File: src/rtl/assert_macros.svh
// assertion helpers, clocked on i_clk and disabled while i_rst_n is low
`ifndef ASSERT_MACROS_SVH
`define ASSERT_MACROS_SVH

// property that must hold at every clock edge
`define ASSERT_ALWAYS(lbl, prop, msg) \
    lbl: assert property (@(posedge i_clk) disable iff (!i_rst_n) (prop)) else $error(msg);

// antecedent in one cycle implies consequent in the next
`define ASSERT_NEXT(lbl, ante, cons, msg) \
    lbl: assert property (@(posedge i_clk) disable iff (!i_rst_n) (ante) |=> (cons)) \
        else $error(msg);

`endif

File: src/rtl/evrpm_pkg.sv
`default_nettype none

package evrpm_pkg;

    localparam int CNT_W  = 16;
    localparam int TIME_W = 32;
    localparam int CPR_W  = 16;
    localparam int MAG_W  = 32;
    localparam int DEN_W  = CPR_W + TIME_W;
    localparam int ITER_W = $clog2(DEN_W);
    localparam int VEL_W  = 32;
    localparam int STS_W  = 2;

    localparam logic [CNT_W-1:0]  HALF_RANGE = 16'd32768;
    localparam logic [CNT_W-1:0]  RPM_SCALE  = 16'd60000;
    localparam logic [CPR_W-1:0]  CPR_RESET  = 16'd44;
    localparam logic [ITER_W-1:0] ITER_LAST  = ITER_W'(DEN_W - 1);

    typedef enum logic [STS_W-1:0] {
        ST_MEASURED = 2'd0,
        ST_FIRST    = 2'd1,
        ST_ZERO_DT  = 2'd2
    } t_status;

    typedef enum logic [2:0] {
        S_IDLE,
        S_MUL,
        S_PREP,
        S_DIV,
        S_DONE
    } t_state;

    typedef struct packed {
        logic signed [CNT_W-1:0] encoder_count;
        logic [TIME_W-1:0]       time_ms;
    } t_in_word;

    typedef struct packed {
        logic signed [VEL_W-1:0] shaft_rpm;
        logic [STS_W-1:0]        status;
    } t_out_word;

    typedef struct packed {
        logic capture;
        logic mul;
        logic prep;
        logic step;
        logic finish;
    } t_dp_cmd;

    typedef struct packed {
        logic skip;
    } t_dp_sts;

endpackage

`default_nettype wire

File: src/rtl/encoder_velocity_rpm.sv
// a word is captured on acceptance, multiplied, given its numerator and divided, then
// loaded into the output register once that is free; division is bypassed (first
// sample, zero interval, zero counts per revolution). A new word is accepted only after
// the result is loaded; a 48-step restoring divider, one quotient bit per cycle
// reset: synchronous active low; counts_per_rev returns to 44, stored sample cleared
`default_nettype none

`include "assert_macros.svh"

module encoder_velocity_rpm
    import evrpm_pkg::*;
(
    input  wire logic             i_clk,
    input  wire logic             i_rst_n,
    // sample channel
    input  wire logic             i_in_valid,
    output logic                  o_in_ready,
    input  wire t_in_word         i_in_data,
    // result channel
    output logic                  o_out_valid,
    input  wire logic             i_out_ready,
    output t_out_word             o_out_data,
    // counts_per_rev write channel
    input  wire logic             i_cfg_valid,
    output logic                  o_cfg_ready,
    input  wire logic [CPR_W-1:0] i_cfg_data
);

    t_dp_cmd w_cmd;
    t_dp_sts w_sts;

    // user writes config only while no word is in flight; not enforced, ready held high
    assign o_cfg_ready = 1'b1;

    // sequencer: capture, multiply, numerator setup, divide, hand to output register
    evrpm_ctrl u_ctrl (
        .i_clk       (i_clk),
        .i_rst_n     (i_rst_n),
        .i_in_valid  (i_in_valid),
        .o_in_ready  (o_in_ready),
        .i_out_ready (i_out_ready),
        .o_out_valid (o_out_valid),
        .i_sts       (w_sts),
        .o_cmd       (w_cmd)
    );

    // wrap of count difference and interval, products, divider and result register
    evrpm_datapath u_dp (
        .i_clk       (i_clk),
        .i_rst_n     (i_rst_n),
        .i_in_data   (i_in_data),
        .i_cfg_valid (i_cfg_valid),
        .i_cfg_data  (i_cfg_data),
        .i_cmd       (w_cmd),
        .o_sts       (w_sts),
        .o_out_data  (o_out_data)
    );

    // a word is worked on alone: accepting one closes the input
    `ASSERT_NEXT(a_busy_after_accept, i_in_valid && o_in_ready, !o_in_ready,
        "input still open after accepting a word")

    // the output register is loaded only when it is free
    `ASSERT_ALWAYS(a_finish_free, !w_cmd.finish || !o_out_valid || i_out_ready,
        "result overwrote a word not yet taken")

    // datapath commands never overlap
    `ASSERT_ALWAYS(a_cmd_onehot, $onehot0(w_cmd), "more than one datapath command")

    // bypassed words report zero velocity
    `ASSERT_ALWAYS(a_bypass_zero,
        !o_out_valid || o_out_data.status == ST_MEASURED || o_out_data.shaft_rpm == '0,
        "nonzero velocity with a bypass status")

endmodule

`default_nettype wire

File: src/rtl/evrpm_datapath.sv
`default_nettype none

module evrpm_datapath
    import evrpm_pkg::*;
(
    input  wire logic             i_clk,
    input  wire logic             i_rst_n,
    input  wire t_in_word         i_in_data,
    input  wire logic             i_cfg_valid,
    input  wire logic [CPR_W-1:0] i_cfg_data,
    input  wire t_dp_cmd          i_cmd,
    output t_dp_sts               o_sts,
    output t_out_word             o_out_data
);

    // sample state and configuration
    logic [CPR_W-1:0]  r_cpr;
    logic [CNT_W-1:0]  r_last_count;
    logic [TIME_W-1:0] r_last_time;
    logic              r_have;

    // per-word working registers
    t_status           r_code;
    logic              r_neg;
    logic [CNT_W-1:0]  r_abs;
    logic [TIME_W-1:0] r_dt;
    logic [MAG_W-1:0]  r_mag;
    logic [DEN_W-1:0]  r_den;
    logic [DEN_W-1:0]  r_quo;
    logic [DEN_W-1:0]  r_rem;
    t_out_word         r_out;

    logic [TIME_W-1:0] n_dt;
    logic [CNT_W-1:0]  w_d;
    logic [DEN_W:0]    w_trial;
    logic [DEN_W:0]    w_sub;
    logic [VEL_W-1:0]  w_q;

    assign n_dt    = i_in_data.time_ms - r_last_time;
    assign w_d     = CNT_W'(i_in_data.encoder_count) - r_last_count;
    assign w_trial = {r_rem, r_quo[DEN_W-1]};
    assign w_sub   = w_trial - {1'b0, r_den};
    assign w_q     = r_quo[VEL_W-1:0];

    assign o_sts.skip = (r_code != ST_MEASURED) || (r_den == '0);
    assign o_out_data = r_out;

    always_ff @(posedge i_clk) begin
        if (!i_rst_n) begin
            r_cpr        <= CPR_RESET;
            r_last_count <= '0;
            r_last_time  <= '0;
            r_have       <= 1'b0;
        end else begin
            if (i_cfg_valid) begin
                r_cpr <= i_cfg_data;
            end
            if (i_cmd.capture && (!r_have || n_dt != '0)) begin
                r_last_count <= CNT_W'(i_in_data.encoder_count);
                r_last_time  <= i_in_data.time_ms;
                r_have       <= 1'b1;
            end
        end
    end

    always_ff @(posedge i_clk) begin
        if (i_cmd.capture) begin
            r_dt <= n_dt;
            // half range goes positive
            if (w_d > HALF_RANGE) begin
                r_neg <= 1'b1;
                r_abs <= CNT_W'(0) - w_d;
            end else begin
                r_neg <= 1'b0;
                r_abs <= w_d;
            end
            if (!r_have) begin
                r_code <= ST_FIRST;
            end else if (n_dt == '0) begin
                r_code <= ST_ZERO_DT;
            end else begin
                r_code <= ST_MEASURED;
            end
        end
        if (i_cmd.mul) begin
            r_mag <= MAG_W'(r_abs) * MAG_W'(RPM_SCALE);
            r_den <= DEN_W'(r_cpr) * DEN_W'(r_dt);
        end
        if (i_cmd.prep) begin
            // numerator is magnitude plus truncated half divisor
            r_quo <= DEN_W'(r_mag) + (r_den >> 1);
            r_rem <= '0;
        end
        if (i_cmd.step) begin
            if (!w_sub[DEN_W]) begin
                r_rem <= w_sub[DEN_W-1:0];
                r_quo <= {r_quo[DEN_W-2:0], 1'b1};
            end else begin
                r_rem <= w_trial[DEN_W-1:0];
                r_quo <= {r_quo[DEN_W-2:0], 1'b0};
            end
        end
        if (i_cmd.finish) begin
            r_out.status <= r_code;
            if (o_sts.skip) begin
                r_out.shaft_rpm <= '0;
            end else if (r_neg) begin
                r_out.shaft_rpm <= VEL_W'(0) - w_q;
            end else begin
                r_out.shaft_rpm <= w_q;
            end
        end
    end

endmodule

`default_nettype wire

File: src/rtl/evrpm_ctrl.sv
`default_nettype none

module evrpm_ctrl
    import evrpm_pkg::*;
(
    input  wire logic    i_clk,
    input  wire logic    i_rst_n,
    input  wire logic    i_in_valid,
    output logic         o_in_ready,
    input  wire logic    i_out_ready,
    output logic         o_out_valid,
    input  wire t_dp_sts i_sts,
    output t_dp_cmd      o_cmd
);

    t_state            r_state;
    t_state            n_state;
    logic [ITER_W-1:0] r_cnt;
    logic [ITER_W-1:0] n_cnt;
    logic              r_out_valid;
    logic              n_out_valid;
    logic              w_out_free;

    assign w_out_free  = !r_out_valid || i_out_ready;
    assign o_out_valid = r_out_valid;

    always_ff @(posedge i_clk) begin
        if (!i_rst_n) begin
            r_state     <= S_IDLE;
            r_cnt       <= '0;
            r_out_valid <= 1'b0;
        end else begin
            r_state     <= n_state;
            r_cnt       <= n_cnt;
            r_out_valid <= n_out_valid;
        end
    end

    // next state
    always_comb begin
        n_state = r_state;
        unique case (r_state)
            S_IDLE: begin
                if (i_in_valid) begin
                    n_state = S_MUL;
                end
            end
            S_MUL:  n_state = S_PREP;
            S_PREP: n_state = i_sts.skip ? S_DONE : S_DIV;
            S_DIV: begin
                if (r_cnt == '0) begin
                    n_state = S_DONE;
                end
            end
            S_DONE: begin
                if (w_out_free) begin
                    n_state = S_IDLE;
                end
            end
            default: n_state = S_IDLE;
        endcase
    end

    // outputs
    always_comb begin
        o_cmd       = '0;
        o_in_ready  = 1'b0;
        n_cnt       = r_cnt;
        n_out_valid = (r_out_valid && !i_out_ready);
        unique case (r_state)
            S_IDLE: begin
                o_in_ready    = 1'b1;
                o_cmd.capture = i_in_valid;
            end
            S_MUL: begin
                o_cmd.mul = 1'b1;
            end
            S_PREP: begin
                o_cmd.prep = 1'b1;
                n_cnt      = ITER_LAST;
            end
            S_DIV: begin
                o_cmd.step = 1'b1;
                n_cnt      = r_cnt - ITER_W'(1);
            end
            S_DONE: begin
                o_cmd.finish = w_out_free;
                if (w_out_free) begin
                    n_out_valid = 1'b1;
                end
            end
            default: begin
                o_cmd = '0;
            end
        endcase
    end

endmodule

`default_nettype wire

File: config.mk
export PLATFORM = sky130hd
export DESIGN_NAME = encoder_velocity_rpm
export DESIGN_NICKNAME = d
export VERILOG_FILES = /design/src/rtl/evrpm_pkg.sv /design/src/rtl/encoder_velocity_rpm.sv /design/src/rtl/evrpm_datapath.sv /design/src/rtl/evrpm_ctrl.sv
export VERILOG_INCLUDE_DIRS = /design/src /design/src/rtl
export SDC_FILE = /design/constraint.sdc
export NUM_CORES = 2
export LEC_CHECK = 0
export ABC_AREA = 1
export BUFFER_PORTS_ARGS = -buffer_cell sky130_fd_sc_hd__buf_4
export CORE_UTILIZATION = 50
export CTS_BUF_LIST = sky130_fd_sc_hd__clkbuf_16
export DETAILED_ROUTE_END_ITERATION = 16
export PLACE_DENSITY = 0.78
export SLEW_MARGIN = 10
export SYNTH_ARGS = -nofsm -noshare
export SYNTH_HDL_FRONTEND = slang
export SYNTH_SLANG_ARGS = --single-unit
File: constraint.sdc
create_clock -name i_clk -period 8.1 [get_ports i_clk]
set_input_delay 0 -clock i_clk [delete_from_list [all_inputs] [get_ports i_clk]]
set_output_delay 0 -clock i_clk [all_outputs]
set_load 0.01 [all_outputs]
Word-level counts from Yosys, hierarchy flattened. Index checks and enable logic that the tools add are counted.

Add/sub/neg operators: 7. Multiply operators: 2. Magnitude comparators: 1. Equality and inequality tests: 7. Mux-type cells: 24. Reductions and logical operators: 17.

Operator list (count): $mux W48 (5); $sub A49 B48 Y49 (1); $add A32 B47 Y48 (1); $logic_not A48 Y1 (1); $mul A16 B32 Y48 (1); $logic_not A32 Y1 (1); $mux W32 (1); $reduce_bool A32 Y1 (1); $sub A1 B32 Y32 const A (1); $sub A32 B32 Y32 (1); $mul A16 B11 Y27 const B (1); $gt A16 B16 Y1 const B (1); $mux W16 (1); $sub A1 B16 Y16 const A (1); $sub A16 B16 Y16 (1); $pmux W3 S5 (1); $mux W3 (4); $pmux W6 S2 (1); $mux W1 (10); $eq A3 B2 Y1 const B (2); $logic_not A6 Y1 (1); $reduce_bool A2 Y1 (3); $sub A6 B1 Y6 const B (1); $ne A2 B1 Y1 const B (2); other kinds (9) (14).

Register bits after elaboration: 331. Input bits: 69. Output and inout bits: 37. Logic and storage cells: 75.

Logic depth before layout (Yosys ltp).
Depth in word-level cells: 4. Depth in mapped cells: 32.

Cells and area by module. Synthesis repeated with hierarchy kept, for this count alone.

Cells, all modules: 5585. Area, all modules: 42316.8 um^2.

By module, submodules not included: evrpm_datapath (instances 1, cells each 5500, area an instance 41730.0 um^2); evrpm_ctrl (instances 1, cells each 83, area an instance 575.6 um^2); encoder_velocity_rpm (instances 1, cells each 2, area an instance 11.3 um^2).

Least setup slack after synthesis. OpenSTA, ideal clock, no wires.

Path type: reg2reg. Start point: register u_ctrl.r_state[0]. End point: register u_dp.r_den[0] (enable). Library setup time: 0.603 ns. Arrival time: 5.520 ns. Slack: 1.977 ns. Stages on the path, launching flop included: 3. Path through: dfxtp_1 inv_1 nor3_1.

Longest elaborated chain between the ends: 2.

RTL lines: start: declaration (line evrpm_ctrl.sv:16) `t_state r_state;`; start signal: assignment (line evrpm_ctrl.sv:33) `r_state <= n_state;`; $eq A3 B1 Y1 (line evrpm_ctrl.sv:70) `unique case (r_state)`; $mux W1 (line evrpm_ctrl.sv:70); end signal: assignment (line evrpm_datapath.sv:87) `r_den <= DEN_W'(r_cpr) * DEN_W'(r_dt);`; end: declaration (line evrpm_datapath.sv:28) `logic [DEN_W-1:0] r_den;`.

No other way between the ends. A chain may end at the register's enable or synchronous reset.

Worst setup path in the final report.
Start point: register u_dp.r_cpr[3]. End point: register u_dp.r_den[43] (data pin).

Longest elaborated chain between the ends: 1.

RTL lines: start: declaration (line evrpm_datapath.sv:17) `logic [CPR_W-1:0] r_cpr;`; start signal: assignment (line evrpm_datapath.sv:56) `r_cpr <= i_cfg_data;`; $mul A16 B32 Y48 (line evrpm_datapath.sv:87).

No other way between the ends.

==> out/qor.yml <==
clock_tree:
  cts.clk_slew.worst_paths_ps: 70
  numCtsBuffers: 43
  cts_max_level: 2
  clockBufferDepth: 3
  root_buffer: "clkbuf_16"
  clk_latency_ps: 590
  cts_hold_buffers: 97
  cts.sinks: 331
  cts_setup_buffers: 0
  cts_tree: "yes"
  ctsResizeCount: 0
grt:
  grt_usage_pct: 26.7
  grt_pass1_wl_um: 184000
  grt_overflow_total: 0
  grt_max_degree: 81
  antenna_found_initial: 0
  grt_pass1_vias: 36090
synth:
  synth_area_leader_cell: "fa_1"
  synthesis.instances: 5494
  synthFlopType: "edfxtp_1"
  syn-num-nets: 6368
  yosys.cell_types.count: 54
  syn_avg_cell_area_um2: 7.68
  yosys_register_bits: 331
  yosysSeqAreaShare_pct: 21.8
  synth_async_sr_flop_share_pct: 0
  ys_warn_count: 0
  yosys.area.top_type_share_pct: 22.9
  synth_area_leaders: "fa_1 23%, edfxtp_1 18%, nand2_1 11%"
  synth_area_um2: 42200
  synth-edff-count: 256
flow_run:
  drv_cap: 0
floorplanning:
  start_util_pct: 50.5
  die_x_um: 292
  fp.coreArea_um2: 83600
  rows: 106
  die_h_um: 292
  ios: 106
  die_area_um2: 85500
critical_path:
  cp.required_ps: 8440
  setup.worst_path.end_class: "flop"
  reg2reg_depth: 24
  critPathMaxFanout: 18
  critPathLaunchType: "flop"
  critical_path_class: "flop to flop"
  cp.arrival_ps: 7040
timing:
  fin_crit_sh_pct: 82.8
  setup_viol: 0
  finalCriticalPeriod_ps: 6700
  timing.fmax_mhz: 149
  finalClockSkew_ps: 23.5
  tightestPinTransition_ps: 1060
  final_hold_viol_count: 0
  rsz0062_at_grt: "no"
  slew_headroom_pct: 29.5
  slew_viol_final: 0
  tns_ps: 0
route:
  post-route-drc-count: 0
  avgViaCountPerCell: 5.35
  wl_per_cell_um: 16.8
  drtAntennaViolNets: 0
  firstDrtPassIters: 7
  vias: 35826
  routed_wl_um: 112000
  drtIter0Drc: 2742
outcome:
  run_status: "finished, final reports clean"
place:
  portBuffers: 104
  dp_hpwl_um: 90600
  place_congestion: 0.997
cells_and_area:
  num-nets-final: 6451
  area_growth_pct: 9.48
  fill_cells: 7654
  final_cell_mix: "1283 x nand2_1, 1252 x inv_1, 483 x fa_1, 399 x nor2_1, 322 x ha_1"
  final_common_cell: "nand2_1"
  drive_above_1_share_pct: 5.04
worst_hold_path:
  hold_class: "input port to flop"
  min_path_cells: 6
[worst max-delay path, stage by stage (launching register included)]
cell and delay, ps:
dfxtp_1 750, buf_4 360, nand2_1 120, fa_1 610, fa_1 450, fa_1 520, inv_1 50, fa_1 460
fa_1 570, inv_1 60, fa_1 570, inv_1 60, ha_1 360, a21oi_1 230, o21ai_0 110, nor2_1 140
nand2_1 60, a21oi_1 350, o21ai_0 220, nand3_1 110, nand2_1 80, nand2_1 80, nand2_1 50, nand2_1 50
nand2_1 40
[logic make-up (layout without fill, tap and decap cells)]
kind of cell | Yosys count | in the layout | share of synthesized area, %
AO/OA/AOI/OAI | 707 | 707 | 9.55
XOR/XNOR | 174 | 174 | 3.65
adder cells (fa/ha/maj) | 805 | 805 | 32.5
buffers and inverters | 1447 | 1563 | 13.0
flip-flops | 331 | 331 | 21.8
other | 1 | 2 | 0.00889
AND/OR/NAND/NOR | 2029 | 2029 | 19.5
[Yosys cell counts, types with 9 or more instances]
cell      instances
xor2_1           90
ha_1            322
o21a_1           17
buf_2            11
o21ai_0         226
clkbuf_1        168
edfxtp_1        256
nor3_1           43
or2_2             9
nand3_1         192
o21bai_1         14
nor2_1          400
a31oi_1          47
a21oi_1         287
inv_1          1248
nand4_1          44
nand3b_1         11
dfxtp_1          75
a21oi_2          42
nor4_1           19
nand2_1        1285
and3_1           10
xnor2_1          82
fa_1            483
a21boi_0         11
a21o_1           24
[routing by layer]
metal,track usage [%],wire length [µm],up-vias
met5,0,0,-
met4,10.0,4600,0
met3,3.66,6820,269
met2,45.5,53600,1260
met1,34.3,47300,17179
li1,-,-,17118
[state kept, by name, summed over array words and instances, names as in the netlist, 2 cells and up]
signal             cells
u_dp.r_den            48
u_dp.r_cpr            16
u_dp.r_dt             32
u_dp.r_rem            48
u_dp.r_last_count     16
u_dp.r_abs            16
u_dp.r_quo            48
u_ctrl.r_cnt           6
u_ctrl.r_state         3
u_dp.r_code            2
u_dp.r_last_time      32
u_dp.o_out_data       34
u_dp.r_mag            27
[worst paths after layout]
kind	startpoint	to	slack, ps
setup / recovery	u_dp.r_cpr[3]	u_dp.r_den[43]	1400
hold / removal	i_in_data[23]	u_dp.r_last_time[23]	290
setup reg to reg	u_dp.r_cpr[3]	u_dp.r_den[43]	1400
hold reg to reg	u_dp.r_have	u_dp.r_code[0]	480
[metrics by stage]
stage | cells | util (%) | setup WS (ps) | area, µm² | hold slack [ps]
floorplan | 5494 | - | 1980 | 42200 | 126
global placement | 6515 | 52.4 | 1520 | 43800 | 223
detailed placement | 6515 | 52.4 | 1450 | 43800 | 225
CTS | 6690 | 55.3 | 1450 | 46200 | 254
global route | 6690 | 55.3 | 970 | 46200 | 307
finish | 6691 | 55.3 | 1400 | 46200 | 290
[final cells by class]
| cell class | count | area (µm²) | area share (%) |
|---|---|---|---|
| multi-input combinational | 3716 | 27500 | 59.6 |
| sequential | 331 | 9190 | 19.9 |
| inverter | 1256 | 4710 | 10.2 |
| timing repair buffer | 229 | 1960 | 4.25 |
| tap | 1080 | 1350 | 2.93 |
| clock buffer | 45 | 1130 | 2.44 |
| clock inverter | 33 | 295 | 0.640 |
| antenna | 1 | 2.50 | 0.00542 |
Power is left out: the tool's default activity adds up to more than one toggle a clock period on the data nets, which glitch-free logic cannot reach.
